`config.mk`:
```
export PLATFORM = sky130hd
export DESIGN_NAME = ip_longest_prefix_match_table_core
export DESIGN_NICKNAME = d
export VERILOG_FILES = /design/src/rtl/core/lpm_pkg.sv /design/src/rtl/core/ip_longest_prefix_match_table_core.sv /design/src/rtl/core/lpm_ram.sv /design/src/rtl/core/lpm_ctrl.sv /design/src/rtl/core/lpm_datapath.sv
export SDC_FILE = /design/constraint.sdc
export NUM_CORES = 2
export LEC_CHECK = 0
export ABC_AREA = 1
export BUFFER_PORTS_ARGS = -buffer_cell sky130_fd_sc_hd__buf_4
export CAP_MARGIN = 5
export CORE_AREA = 2 2 550 662
export DETAILED_ROUTE_END_ITERATION = 10
export DIE_AREA = 0 0 552 664
export PLACE_DENSITY_LB_ADDON = 0.3
export SYNTH_ARGS = -nofsm -noshare
export SYNTH_HDL_FRONTEND = slang
export SYNTH_SLANG_ARGS = --single-unit
```
`constraint.sdc`:
```
create_clock -name clk -period 6.3 [get_ports clk]
set_clock_uncertainty 0.15 [all_clocks]
set_input_delay 0.945 -clock clk [delete_from_list [all_inputs] [get_ports clk]]
set_output_delay 0.945 -clock clk [all_outputs]
set_load 0.005 [all_outputs]
```
`src/rtl/core/lpm_pkg.sv`:
```
`timescale 1ns / 1ps
// Shared types, codes and helper functions for the prefix-match table core.
// No dependencies; every other file in rtl/core except lpm_ram imports this package.
package lpm_pkg;

    localparam int TABLE_ENTRIES_DEF = 64;
    localparam int ADDR_W            = 32;
    localparam int LEN_W             = 6;
    localparam int VAL_W             = 8;
    localparam int CNT_OUT_W         = 7;
    localparam logic [LEN_W-1:0] MAX_LEN = 6'd32;

    localparam logic [1:0] MODE_ADD    = 2'd0;
    localparam logic [1:0] MODE_REMOVE = 2'd1;
    localparam logic [1:0] MODE_FIND   = 2'd2;

    typedef struct packed {
        logic [1:0]        mode;
        logic [ADDR_W-1:0] address;
        logic [LEN_W-1:0]  prefix_len;
        logic [VAL_W-1:0]  route_value;
    } lpm_req_t;

    typedef struct packed {
        logic                 hit;
        logic [VAL_W-1:0]     match_value;
        logic [LEN_W-1:0]     match_len;
        logic                 table_full;
        logic [CNT_OUT_W-1:0] stored_count;
    } lpm_rsp_t;

    typedef struct packed {
        logic              valid;
        logic [ADDR_W-1:0] prefix;
        logic [LEN_W-1:0]  length;
        logic [VAL_W-1:0]  value;
    } lpm_entry_t;

    typedef struct packed {
        logic clear_step;
        logic load;
        logic scan_step;
        logic commit;
    } lpm_cmd_t;

    typedef struct packed {
        logic idx_last;
    } lpm_status_t;

    typedef enum logic [2:0] {
        ST_CLEAR,
        ST_IDLE,
        ST_SCAN,
        ST_DRAIN,
        ST_COMMIT
    } lpm_state_t;

    function automatic logic [LEN_W-1:0] len_clamp(input logic [LEN_W-1:0] len);
        return (len > MAX_LEN) ? MAX_LEN : len;
    endfunction

    function automatic logic [ADDR_W-1:0] len_mask(input logic [LEN_W-1:0] len);
        logic [ADDR_W-1:0] m;
        if (len == '0)
        begin
            m = '0;
        end
        else
        begin
            m = {ADDR_W{1'b1}} << (MAX_LEN - len);
        end
        return m;
    endfunction

endpackage

```
`src/rtl/core/ip_longest_prefix_match_table_core.sv`:
```
`timescale 1ns / 1ps
// Top level of the IPv4 longest-prefix-match table: controller plus datapath.
// Depends on lpm_pkg, lpm_ctrl, lpm_datapath and lpm_ram.
//
//  channel   handshake        payload   transfer when
//  --------  ---------------  --------  ------------------------------
//  request   start / busy     request   rising edge with start & !busy
//  result    done (strobe)    result    rising edge ending the done cycle
//
// Each operation runs these steps from transfer to done strobe: one read
// per table entry from the single entry RAM read port, a drain state for
// the last read data, a write-back state, then the registered result.
// After reset a clearing pass writes every entry once with busy high.
// The result is shown for one cycle; the receiver cannot stall.
module ip_longest_prefix_match_table_core #(
    parameter int TABLE_ENTRIES = lpm_pkg::TABLE_ENTRIES_DEF
) (
    input  logic              clk,
    input  logic              rst_n,
    input  logic              start,
    output logic              busy,
    input  lpm_pkg::lpm_req_t request,
    output logic              done,
    output lpm_pkg::lpm_rsp_t result
);
    import lpm_pkg::*;

    lpm_cmd_t    cmd;
    lpm_status_t status;

    lpm_ctrl u_ctrl (
        .clk   (clk),
        .rst_n (rst_n),
        .start (start),
        .status(status),
        .cmd   (cmd),
        .busy  (busy)
    );

    lpm_datapath #(
        .TABLE_ENTRIES(TABLE_ENTRIES)
    ) u_datapath (
        .clk    (clk),
        .rst_n  (rst_n),
        .cmd    (cmd),
        .request(request),
        .status (status),
        .done   (done),
        .result (result)
    );

endmodule

```
`src/rtl/core/lpm_ram.sv`:
```
`timescale 1ns / 1ps
// Generic simple dual-port RAM: one write port, one registered read port.
// No dependencies.
module lpm_ram #(
    parameter int WIDTH = 8,
    parameter int DEPTH = 64
) (
    input  logic                     clk,
    input  logic                     wr_en,
    input  logic [$clog2(DEPTH)-1:0] wr_addr,
    input  logic [WIDTH-1:0]         wr_data,
    input  logic                     rd_en,
    input  logic [$clog2(DEPTH)-1:0] rd_addr,
    output logic [WIDTH-1:0]         rd_data
);

    logic [WIDTH-1:0] mem [DEPTH];
    logic [WIDTH-1:0] rd_data_reg;

    always_ff @(posedge clk)
    begin
        if (wr_en)
        begin
            mem[wr_addr] <= wr_data;
        end
        if (rd_en)
        begin
            rd_data_reg <= mem[rd_addr];
        end
    end

    assign rd_data = rd_data_reg;

endmodule

```
`src/rtl/core/lpm_ctrl.sv`:
```
`timescale 1ns / 1ps
// Sequencer for the clearing pass after reset and the scan, drain and commit of each table operation.
// Depends on lpm_pkg.
module lpm_ctrl (
    input  logic                clk,
    input  logic                rst_n,
    input  logic                start,
    input  lpm_pkg::lpm_status_t status,
    output lpm_pkg::lpm_cmd_t    cmd,
    output logic                busy
);
    import lpm_pkg::*;

    lpm_state_t state_reg;
    lpm_state_t state_next;

    always_ff @(posedge clk or negedge rst_n)
    begin
        if (!rst_n)
        begin
            state_reg <= ST_CLEAR;
        end
        else
        begin
            state_reg <= state_next;
        end
    end

    always_comb
    begin
        state_next = state_reg;
        case (state_reg)
            ST_CLEAR:
            begin
                if (status.idx_last)
                begin
                    state_next = ST_IDLE;
                end
            end
            ST_IDLE:
            begin
                if (start)
                begin
                    state_next = ST_SCAN;
                end
            end
            ST_SCAN:
            begin
                if (status.idx_last)
                begin
                    state_next = ST_DRAIN;
                end
            end
            ST_DRAIN:
            begin
                state_next = ST_COMMIT;
            end
            ST_COMMIT:
            begin
                state_next = ST_IDLE;
            end
            default:
            begin
                state_next = ST_CLEAR;
            end
        endcase
    end

    always_comb
    begin
        cmd  = '0;
        busy = 1'b1;
        case (state_reg)
            ST_CLEAR:
            begin
                cmd.clear_step = 1'b1;
            end
            ST_IDLE:
            begin
                busy     = 1'b0;
                cmd.load = start;
            end
            ST_SCAN:
            begin
                cmd.scan_step = 1'b1;
            end
            ST_DRAIN:
            begin
                cmd = '0;
            end
            ST_COMMIT:
            begin
                cmd.commit = 1'b1;
            end
            default:
            begin
                cmd = '0;
            end
        endcase
    end

`ifndef SYNTHESIS
    a_cmd_onehot: assert property (@(posedge clk) disable iff (!rst_n)
        $onehot0({cmd.clear_step, cmd.load, cmd.scan_step, cmd.commit}))
        else $error("more than one datapath command at once");

    a_scan_to_drain: assert property (@(posedge clk) disable iff (!rst_n)
        (state_reg == ST_SCAN && status.idx_last) |=> (state_reg == ST_DRAIN))
        else $error("scan did not stop at the last entry");

    a_commit_after_drain: assert property (@(posedge clk) disable iff (!rst_n)
        (state_reg == ST_COMMIT) |-> ($past(state_reg) == ST_DRAIN))
        else $error("commit without a drain cycle");
`endif

endmodule

```
`src/rtl/core/lpm_datapath.sv`:
```
`timescale 1ns / 1ps
// Entry store, scan comparators, write-back and result registers.
// Depends on lpm_pkg and lpm_ram.
module lpm_datapath #(
    parameter int TABLE_ENTRIES = lpm_pkg::TABLE_ENTRIES_DEF
) (
    input  logic                 clk,
    input  logic                 rst_n,
    input  lpm_pkg::lpm_cmd_t    cmd,
    input  lpm_pkg::lpm_req_t    request,
    output lpm_pkg::lpm_status_t status,
    output logic                 done,
    output lpm_pkg::lpm_rsp_t    result
);
    import lpm_pkg::*;

    localparam int IDX_W   = $clog2(TABLE_ENTRIES);
    localparam int CNT_W   = $clog2(TABLE_ENTRIES + 1);
    localparam int ENTRY_W = $bits(lpm_entry_t);
    localparam logic [IDX_W-1:0] LAST_IDX = IDX_W'(TABLE_ENTRIES - 1);

    lpm_req_t          op_reg, op_next;
    logic [IDX_W-1:0]  idx_reg, idx_next;
    logic              rd_valid_reg;
    logic [IDX_W-1:0]  rd_idx_reg;
    logic              exact_found_reg, exact_found_next;
    logic [IDX_W-1:0]  exact_idx_reg, exact_idx_next;
    logic              free_found_reg, free_found_next;
    logic [IDX_W-1:0]  free_idx_reg, free_idx_next;
    logic              best_hit_reg, best_hit_next;
    logic [LEN_W-1:0]  best_len_reg, best_len_next;
    logic [VAL_W-1:0]  best_val_reg, best_val_next;
    logic [CNT_W-1:0]  count_reg, count_next;
    logic              done_reg;
    lpm_rsp_t          result_reg, result_next;

    logic [ENTRY_W-1:0] rd_data;
    logic [ENTRY_W-1:0] wr_data;
    logic [IDX_W-1:0]   wr_addr;
    logic               wr_en;
    lpm_entry_t         rd_entry;
    lpm_entry_t         wb_entry;
    logic [LEN_W-1:0]   req_len;
    logic               is_exact, is_free, is_cover;
    logic               is_add, is_remove, is_find;
    logic               commit_wr;
    logic [IDX_W-1:0]   commit_idx;
    logic [CNT_W+CNT_OUT_W-1:0] count_ext;

    lpm_ram #(
        .WIDTH(ENTRY_W),
        .DEPTH(TABLE_ENTRIES)
    ) u_ram (
        .clk    (clk),
        .wr_en  (wr_en),
        .wr_addr(wr_addr),
        .wr_data(wr_data),
        .rd_en  (cmd.scan_step),
        .rd_addr(idx_reg),
        .rd_data(rd_data)
    );

    assign rd_entry        = lpm_entry_t'(rd_data);
    assign status.idx_last = (idx_reg == LAST_IDX);

    // capture the operation, clamping the prefix length and masking the prefix for every mode but find
    always_comb
    begin
        req_len            = len_clamp(request.prefix_len);
        op_next            = request;
        op_next.prefix_len = req_len;
        if (request.mode != MODE_FIND)
        begin
            op_next.address = request.address & len_mask(req_len);
        end
    end

    always_comb
    begin
        if (cmd.load)
        begin
            idx_next = '0;
        end
        else if (cmd.clear_step || cmd.scan_step)
        begin
            idx_next = status.idx_last ? '0 : idx_reg + 1'b1;
        end
        else
        begin
            idx_next = idx_reg;
        end
    end

    assign is_exact = rd_entry.valid && (rd_entry.length == op_reg.prefix_len)
                      && (rd_entry.prefix == op_reg.address);
    assign is_free  = !rd_entry.valid;
    assign is_cover = rd_entry.valid
                      && ((op_reg.address & len_mask(rd_entry.length)) == rd_entry.prefix);

    // accumulate scan results as read data returns
    always_comb
    begin
        exact_found_next = exact_found_reg;
        exact_idx_next   = exact_idx_reg;
        free_found_next  = free_found_reg;
        free_idx_next    = free_idx_reg;
        best_hit_next    = best_hit_reg;
        best_len_next    = best_len_reg;
        best_val_next    = best_val_reg;
        if (cmd.load)
        begin
            exact_found_next = 1'b0;
            free_found_next  = 1'b0;
            best_hit_next    = 1'b0;
            best_len_next    = '0;
            best_val_next    = '0;
        end
        else if (rd_valid_reg)
        begin
            if (is_exact && !exact_found_reg)
            begin
                exact_found_next = 1'b1;
                exact_idx_next   = rd_idx_reg;
            end
            if (is_free && !free_found_reg)
            begin
                free_found_next = 1'b1;
                free_idx_next   = rd_idx_reg;
            end
            if (is_cover && (!best_hit_reg || rd_entry.length > best_len_reg))
            begin
                best_hit_next = 1'b1;
                best_len_next = rd_entry.length;
                best_val_next = rd_entry.value;
            end
        end
    end

    assign is_add    = (op_reg.mode == MODE_ADD);
    assign is_remove = (op_reg.mode == MODE_REMOVE);
    assign is_find   = (op_reg.mode == MODE_FIND);

    assign commit_idx = exact_found_reg ? exact_idx_reg : free_idx_reg;
    assign commit_wr  = cmd.commit && ((is_add && (exact_found_reg || free_found_reg))
                                       || (is_remove && exact_found_reg));

    always_comb
    begin
        wb_entry.valid  = is_add;
        wb_entry.prefix = op_reg.address;
        wb_entry.length = op_reg.prefix_len;
        wb_entry.value  = op_reg.route_value;
    end

    assign wr_en   = cmd.clear_step || commit_wr;
    assign wr_addr = cmd.clear_step ? idx_reg : commit_idx;
    assign wr_data = cmd.clear_step ? '0 : ENTRY_W'(wb_entry);

    always_comb
    begin
        count_next = count_reg;
        if (cmd.commit)
        begin
            if (is_add && !exact_found_reg && free_found_reg)
            begin
                count_next = count_reg + 1'b1;
            end
            else if (is_remove && exact_found_reg && count_reg != '0)
            begin
                count_next = count_reg - 1'b1;
            end
        end
    end

    assign count_ext = {{CNT_OUT_W{1'b0}}, count_next};

    always_comb
    begin
        result_next              = '0;
        result_next.hit          = (is_remove && exact_found_reg) || (is_find && best_hit_reg);
        result_next.match_value  = is_find ? best_val_reg : '0;
        result_next.match_len    = is_find ? best_len_reg : '0;
        result_next.table_full   = is_add && !exact_found_reg && !free_found_reg;
        result_next.stored_count = count_ext[CNT_OUT_W-1:0];
    end

    always_ff @(posedge clk or negedge rst_n)
    begin
        if (!rst_n)
        begin
            idx_reg         <= '0;
            rd_valid_reg    <= 1'b0;
            exact_found_reg <= 1'b0;
            free_found_reg  <= 1'b0;
            best_hit_reg    <= 1'b0;
            count_reg       <= '0;
            done_reg        <= 1'b0;
        end
        else
        begin
            idx_reg         <= idx_next;
            rd_valid_reg    <= cmd.scan_step;
            exact_found_reg <= exact_found_next;
            free_found_reg  <= free_found_next;
            best_hit_reg    <= best_hit_next;
            count_reg       <= count_next;
            done_reg        <= cmd.commit;
        end
    end

    always_ff @(posedge clk)
    begin
        rd_idx_reg    <= idx_reg;
        exact_idx_reg <= exact_idx_next;
        free_idx_reg  <= free_idx_next;
        best_len_reg  <= best_len_next;
        best_val_reg  <= best_val_next;
        if (cmd.load)
        begin
            op_reg <= op_next;
        end
        if (cmd.commit)
        begin
            result_reg <= result_next;
        end
    end

    assign done   = done_reg;
    assign result = result_reg;

`ifndef SYNTHESIS
    a_count_range: assert property (@(posedge clk) disable iff (!rst_n)
        count_reg <= CNT_W'(TABLE_ENTRIES))
        else $error("stored prefix count above table size");

    a_full_means_full: assert property (@(posedge clk) disable iff (!rst_n)
        (done && result.table_full)
        |-> (result.stored_count == CNT_OUT_W'(TABLE_ENTRIES)))
        else $error("table full reported while entries remain");

    a_len_range: assert property (@(posedge clk) disable iff (!rst_n)
        done |-> (result.match_len <= MAX_LEN))
        else $error("match length above 32");

    a_scan_read_follows: assert property (@(posedge clk) disable iff (!rst_n)
        cmd.scan_step |=> rd_valid_reg)
        else $error("scan read data not marked valid");
`endif

endmodule
```
=== After elaboration in Yosys (flattened, before gate mapping) ===
Memories as Yosys holds them, arrays and structs flattened. A register that Yosys moved wholly into a read port is not among the register bits.
Cells that the tools add are included.

* Flip-flop bits (word level): 124
* Logic and storage cells: 124
* Memories kept: 1
* Memory bits (writable): 3,008
* Input bits: 51

* Shifts and indexed selects: 2
* Equal/unequal tests: 14
* Bitwise gates (word level): 3
* Multiplexer cells: 34
* $lt $le $gt $ge: 2
* $add $sub $neg: 5
* Reduce and logical (&&, ||, !) cells: 41

{| class="wikitable"
|+ Memories
! name !! depth !! width !! rd ports !! clocked after memory_dff !! wr ports !! line !! RTL
|-
| u_datapath.u_ram.mem || 64 || 47 || 1 || 1 || 1 || lpm_ram.sv:17 || <nowiki>logic [WIDTH-1:0] mem [DEPTH];</nowiki>
|}

{| class="wikitable"
|+ Operators by type and width
! cell !! count
|-
| $mux 32 || 4
|-
| $and 32x32->32 || 2
|-
| $eq 32x32->1 || 2
|-
| $shl 32x6->32 const A || 2
|-
| $mux 47 || 1
|-
| $mux 6 || 6
|-
| $mux 7 || 3
|-
| $mux 1 || 16
|-
| $pmux 3 s5 || 1
|-
| $logic_and 1x1->1 || 14
|-
| $logic_not 6->1 || 2
|-
| $sub 6x6->6 const A || 2
|-
| $reduce_bool 2->1 || 5
|-
| $mux 3 || 3
|-
| $reduce_and 3->1 || 3
|-
| $reduce_and 2->1 || 4
|-
| $add 7x1->7 const B || 1
|-
| $reduce_bool 7->1 || 1
|-
| $sub 7x1->7 const B || 1
|-
| $add 6x1->6 const B || 1
|-
| $eq 3x2->1 const B || 2
|-
| $eq 6x6->1 || 1
|-
| $eq 6x6->1 const B || 1
|-
| $gt 6x6->1 || 1
|-
| other kinds (12) || 22
|}

=== Longest topological paths before layout ===
* Depth in word-level cells: 10
* Mapped depth: 21
* Depth with buffers taken out: 20

=== Cells and area by module ===
From an unflattened synthesis, not the netlist that was laid out.

* Cells, all modules: 10,868
* Area total of the unflattened synthesis: 128,793.5 um^2

{| class="wikitable"
|+ Modules (own cells, without submodules)
! module !! cells an instance !! times used !! area each (um^2)
|-
| lpm_ram || 9,905 || 1 || 121,465.2
|-
| lpm_datapath || 937 || 1 || 7,149.4
|-
| lpm_ctrl || 26 || 1 || 178.9
|}

=== Worst setup path after synthesis ===
Ideal clock, no wire load.

* Path kind: register to register
* From: register u_ctrl.state_reg[2]
* To: memory u_datapath.u_ram.mem[32][0] (netlist name) (enable)
* Period minus slack after synthesis: 6.986 ns
* Cell stages (with the launch flop): 9
* Setup slack: -0.686 ns
* Data arrival time: 6.265 ns
* Path through: dfrtp_1 -> nor2_1 -> inv_1 -> nor2_1 -> inv_1 -> clkbuf_1 -> o21ai_0 -> nand3_1 -> nor4_1

* Cells in the longest elaborated chain, start to end: 6
* Elaborated cells on any way between the ends: 9

{| class="wikitable"
|+ Ends and longest elaborated chain
! what !! line !! RTL
|-
| start: declaration || lpm_ctrl.sv:14 || <nowiki>lpm_state_t state_reg;</nowiki>
|-
| start signal: assignment || lpm_ctrl.sv:25 || <nowiki>state_reg <= state_next;</nowiki>
|-
| $eq 3x3->1 || lpm_ctrl.sv:73 || <nowiki>case (state_reg)</nowiki>
|-
| $mux 1 || lpm_ctrl.sv:73 ||
|-
| $logic_and 1x1->1 || lpm_datapath.sv:144 || <nowiki>assign commit_wr = cmd.commit && ((is_add && (exact_found_reg || free_found_reg))</nowiki>
|-
| $logic_or 1x1->1 || lpm_datapath.sv:155 || <nowiki>assign wr_en = cmd.clear_step || commit_wr;</nowiki>
|-
| $mux 1 || lpm_ram.sv:22 || <nowiki>if (wr_en)</nowiki>
|-
| $mux 1 (not written as such) || lpm_ram.sv:24 || <nowiki>mem[wr_addr] <= wr_data;</nowiki>
|-
| end: declaration || lpm_ram.sv:17 ||
|}

Several ways; a longest one is shown, not always the timed one.

=== Final worst setup path ===
* From: register u_ctrl.state_reg[2]
* To: memory u_datapath.u_ram.mem[54][0] (netlist name) (enable)

The elaborated chain is that of the path after synthesis.

==> reports/qor.log <==
[setup_path] type of destination of the critical path flop
[route] Iter 0 DRT Violations 10,660
[logic_synthesis] Syn Area/Cell 13.25 um2
[power] cell leakage power 45.33 nW
[floorplanning] Std-Cell Core Area 360,300 um2
[sta] unrepaired setup endpoints after global routing false
[clocking] Worst-Skew Late Latency 0.92 ns
[logic_synthesis] count of unique library cells instantiated by Yosys 49
[grt] number of global-route vias before repair 78,140
[sta] crit share post-route 0.7471
[setup_path] cell with the most instances on the worst path inv_1
[route] ratio of routed vias to standard cells 5.662
[clocking] number of clock sinks seen by CTS 3,179
[floorplanning] total die area 366,500 um2
[clocking] total of hold buffers inserted after clock tree synthesis 2
[power] ratio of total power to cell area 479.3 nW/um2
[finish] multi-input combinational cell area 27,860 um2
[route] drt total wl 396.1 mm
[sta] worst slew margin relative to its limit 0.2111
[logic_synthesis] asr flop ratio synth 0.006606
[setup_path] series of cell instances along the critical path nor2_1, inv_1, nor2_4, inv_1, o21ai_1, inv_1, nor2_1, nand2_1, nor2_4, buf_4
[sta] actual transition at the worst max-transition pin 1.183 ns
[finish] sequential standard cell area 95,170 um2
[min_path] number of stages on the worst hold path 1
[finish] final-layout fill cell count 33,260
[floorplanning] Starting Density 0.3484
[logic_synthesis] flop and latch count out of synthesis 3,179
[logic_synthesis] dominant register cell in the synthesized netlist edfxtp_1
[route] number of DRC violations after detailed routing 0
[route] remaining antenna violation count 0
[setup_path] Levels on crit path 10
[finish] share of layout cells above drive strength 1 0.09862
[floorplanning] die outline width 552 um
[status] status finished, final reports clean
[grt] maximum number of pins on one net before global-route repair 170
[setup_path] required time worst endpoint 6.73 ns
[clocking] Clock H-tree levels 5
[sta] Final Hold Viols 0
[setup_path] Crit Path Category flop to flop
[setup_path] Largest delay share family, worst path simple AND/OR/NAND/NOR gates
[power] Max rail drop VDD 0.0004534 V
[placed_design] RD Place Congestion 0.9124
[sta] Final setup violation count 0
[logic_synthesis] Post-Synthesis Cell Area 125,600 um2
[finish] most common cell after layout, fill and taps aside edfxtp_1
[grt] overall overflow remaining after global route 0
[finish] commonest cells after routing, fill and taps aside edfxtp_1, nor2_1, o21ai_0
[grt] wire length of the first global-routing pass 564.4 mm
[setup_path] Max Fanout on Critical Path 18
[route] detailed-route wire length per cell 27.31 um
[route] first-pass detailed-route iteration total 9
[min_path] worst hold-check path type input pin to flop
[sta] highest achievable clock rate 212.5 MHz
[placed_design] hpwl dp 225.8 mm
[logic_synthesis] cell count after synthesis 9,473
[logic_synthesis] net count of the mapped netlist 9,542
[min_path] startpoint of the worst hold path request[6]
[min_path] WHS Endpoint u_datapath.op_reg[6]
[setup_path] buffer and inverter count on the worst path 4
[clocking] total clock buffers created by CTS 323
[grt] number of antenna violations at the first check in global routing 24
[sta] count of pins over their slew limit 0
[sta] worst hold slack 0.06762 ns
[placed_design] quantity of I/O buffers inserted on ports 75
[route] via count of the routed design 82,120
[setup_path] maximum single-stage delay on the critical path 1.00 ns
[setup_path] length in cells of the worst reg-to-reg path 10
[sta] final period demand of the worst path 4.707 ns
[power] Total Power Consumption 68.58 mW
[finish] number of flip-flops in the largest register 3,008
[setup_path] reg-to-reg critical path endpoint u_datapath.u_ram.mem[54][0]
[clocking] clock tree from TritonCTS yes
[setup_path] slowest stage cell on the critical path nor2_4
[setup_path] startpoint of the lowest-slack register-to-register path u_ctrl.state_reg[2]
[setup_path] reg-to-reg setup timing slack 1.59 ns
[clocking] Root Buffer Master clkbuf_16
[setup_path] worst endpoint data arrival time 5.13 ns
[clocking] buffer levels on the longest clock path 4
[setup_path] startpoint class of the critical path flop
[job] max-cap violation count 0
[floorplanning] number of cell rows 242
[clocking] clock-pin slew on the worst setup and hold paths 0.06 ns
[clocking] total setup buffers inserted after CTS 0
[grt] GRT Util Overall 0.2087
[logic_synthesis] count of warnings emitted by yosys 0
[logic_synthesis] number of synthesized flops with an enable pin 3,138
[finish] final core utilization 0.3970
[placed_design] cell area after placement 133,000 um2
[finish] final design area excluding fillers 143,100 um2
[floorplanning] Die Span Y 664 um
[finish] Nets 9,566
[floorplanning] number of primary I/O pins 76
[clocking] # resized after CTS 0
[finish] area added between synthesis and finish 13.95%
[logic_synthesis] sequential element share of the synthesized area 0.7579
cells by family (layout without fill, tap and decap cells):
group           count (synthesis)  in the layout  share of synthesized area
compound gates               2811           2811                     0.1311
xor+xnor                       18             18                   0.001256
fa+ha+maj                      18             18                   0.001794
buf+inv                       855           1116                    0.02700
flops                        3179           3179                     0.7579
other cells                     0             11                          0
simple gates                 2592           2592                    0.08090
cell usage after synthesis, types with 3 or more instances:
| library cell | n | area [um2] |
|---|---|---|
| edfxtp_1 | 3138 | 94230 |
| nor2_1 | 1963 | 7368 |
| o21ai_0 | 1712 | 8568 |
| clkbuf_1 | 539 | 2023 |
| o22ai_1 | 500 | 3128 |
| nand2_1 | 390 | 1464 |
| o221ai_1 | 326 | 2855 |
| inv_1 | 171 | 641.9 |
| nand3_1 | 170 | 850.8 |
| o211ai_1 | 152 | 1141 |
| buf_2 | 98 | 490.5 |
| a21oi_1 | 59 | 295.3 |
| dfrtp_1 | 21 | 525.5 |
| nor3_1 | 21 | 105.1 |
| buf_1 | 20 | 75.07 |
| dfxtp_1 | 20 | 400.4 |
| ha_1 | 18 | 225.2 |
| nand4_1 | 14 | 87.58 |
| a211o_1 | 12 | 105.1 |
| inv_2 | 12 | 45.04 |
| o21ai_1 | 11 | 55.05 |
| o32ai_1 | 11 | 96.34 |
| xnor2_1 | 9 | 78.83 |
| xor2_1 | 9 | 78.83 |
| o2111ai_1 | 8 | 70.07 |
| buf_4 | 7 | 52.55 |
| nor4_1 | 7 | 43.79 |
| o21bai_1 | 7 | 52.55 |
| a21boi_0 | 6 | 45.04 |
| nand2_2 | 5 | 31.28 |
| or2_2 | 5 | 31.28 |
| buf_6 | 4 | 45.04 |
| clkinv_1 | 3 | 11.26 |
| nor3b_1 | 3 | 22.52 |
| o31ai_1 | 3 | 22.52 |
power by group:
group          switching [mW]  leakage, nW  total (mW)  internal, mW
sequential              0.796         28.9        27.4          26.6
clock                    8.00         4.88        18.5          10.5
combinational            17.4         11.6        22.7          5.25
through the flow:
stage	cells	setup TNS, ns	worst slack, ns
after floorplan	9473	-64.44	-0.6855
after global placement	13930	0	1.682
after detailed placement	13930	0	1.636
after CTS	14490	0	1.622
after global routing	14500	0	1.513
final	14500	0	1.593
how the worst max path moves through the flow:
stage	from	endpoint	slack (ns)
final	u_ctrl.state_reg[2]	u_datapath.u_ram.mem[54][0]	1.59
after floorplan	u_ctrl.state_reg[2]	u_datapath.u_ram.mem[32][0]	-0.69
after CTS	u_ctrl.state_reg[1]	u_datapath.u_ram.mem[54][0]	1.62
after global routing	u_ctrl.state_reg[2]	u_datapath.u_ram.mem[54][0]	1.51
after detailed placement	u_ctrl.state_reg[1]	u_datapath.u_ram.mem[54][46]	1.64
after global placement	u_ctrl.state_reg[1]	u_datapath.u_ram.mem[54][23]	1.68
layout make-up:
| cell class | count | share of cell area |
|---|---|---|
| Clock inverter | 163 | 0.009927 |
| Antenna cell | 11 | 0.0001924 |
| Clock buffer | 399 | 0.05996 |
| Inverter | 186 | 0.005090 |
| Multi-Input combinational cell | 5439 | 0.1948 |
| Timing Repair Buffer | 368 | 0.02319 |
| Sequential cell | 3179 | 0.6653 |
| Tap cell | 4758 | 0.04161 |
worst reg2reg max path, cell delays in order, from the launching register on:
cell     delay (ns)
dfrtp_1        0.41
nor2_1         0.29
inv_1          0.20
nor2_4         0.13
inv_1          0.20
o21ai_1        0.56
inv_1          0.28
nor2_1         0.25
nand2_1        0.50
nor2_4         1.00
buf_4          0.40
routing by layer:
metal  global-route usage  vias up  share of wire
met3              0.02949      652          0.080
met5                    0        -       0.000033
met1               0.2810    41850           0.41
li1                     -    35650              -
met4              0.08058        2          0.038
met2               0.3415     3965           0.48
No activity file was read; power rests on OpenSTA's default activity.
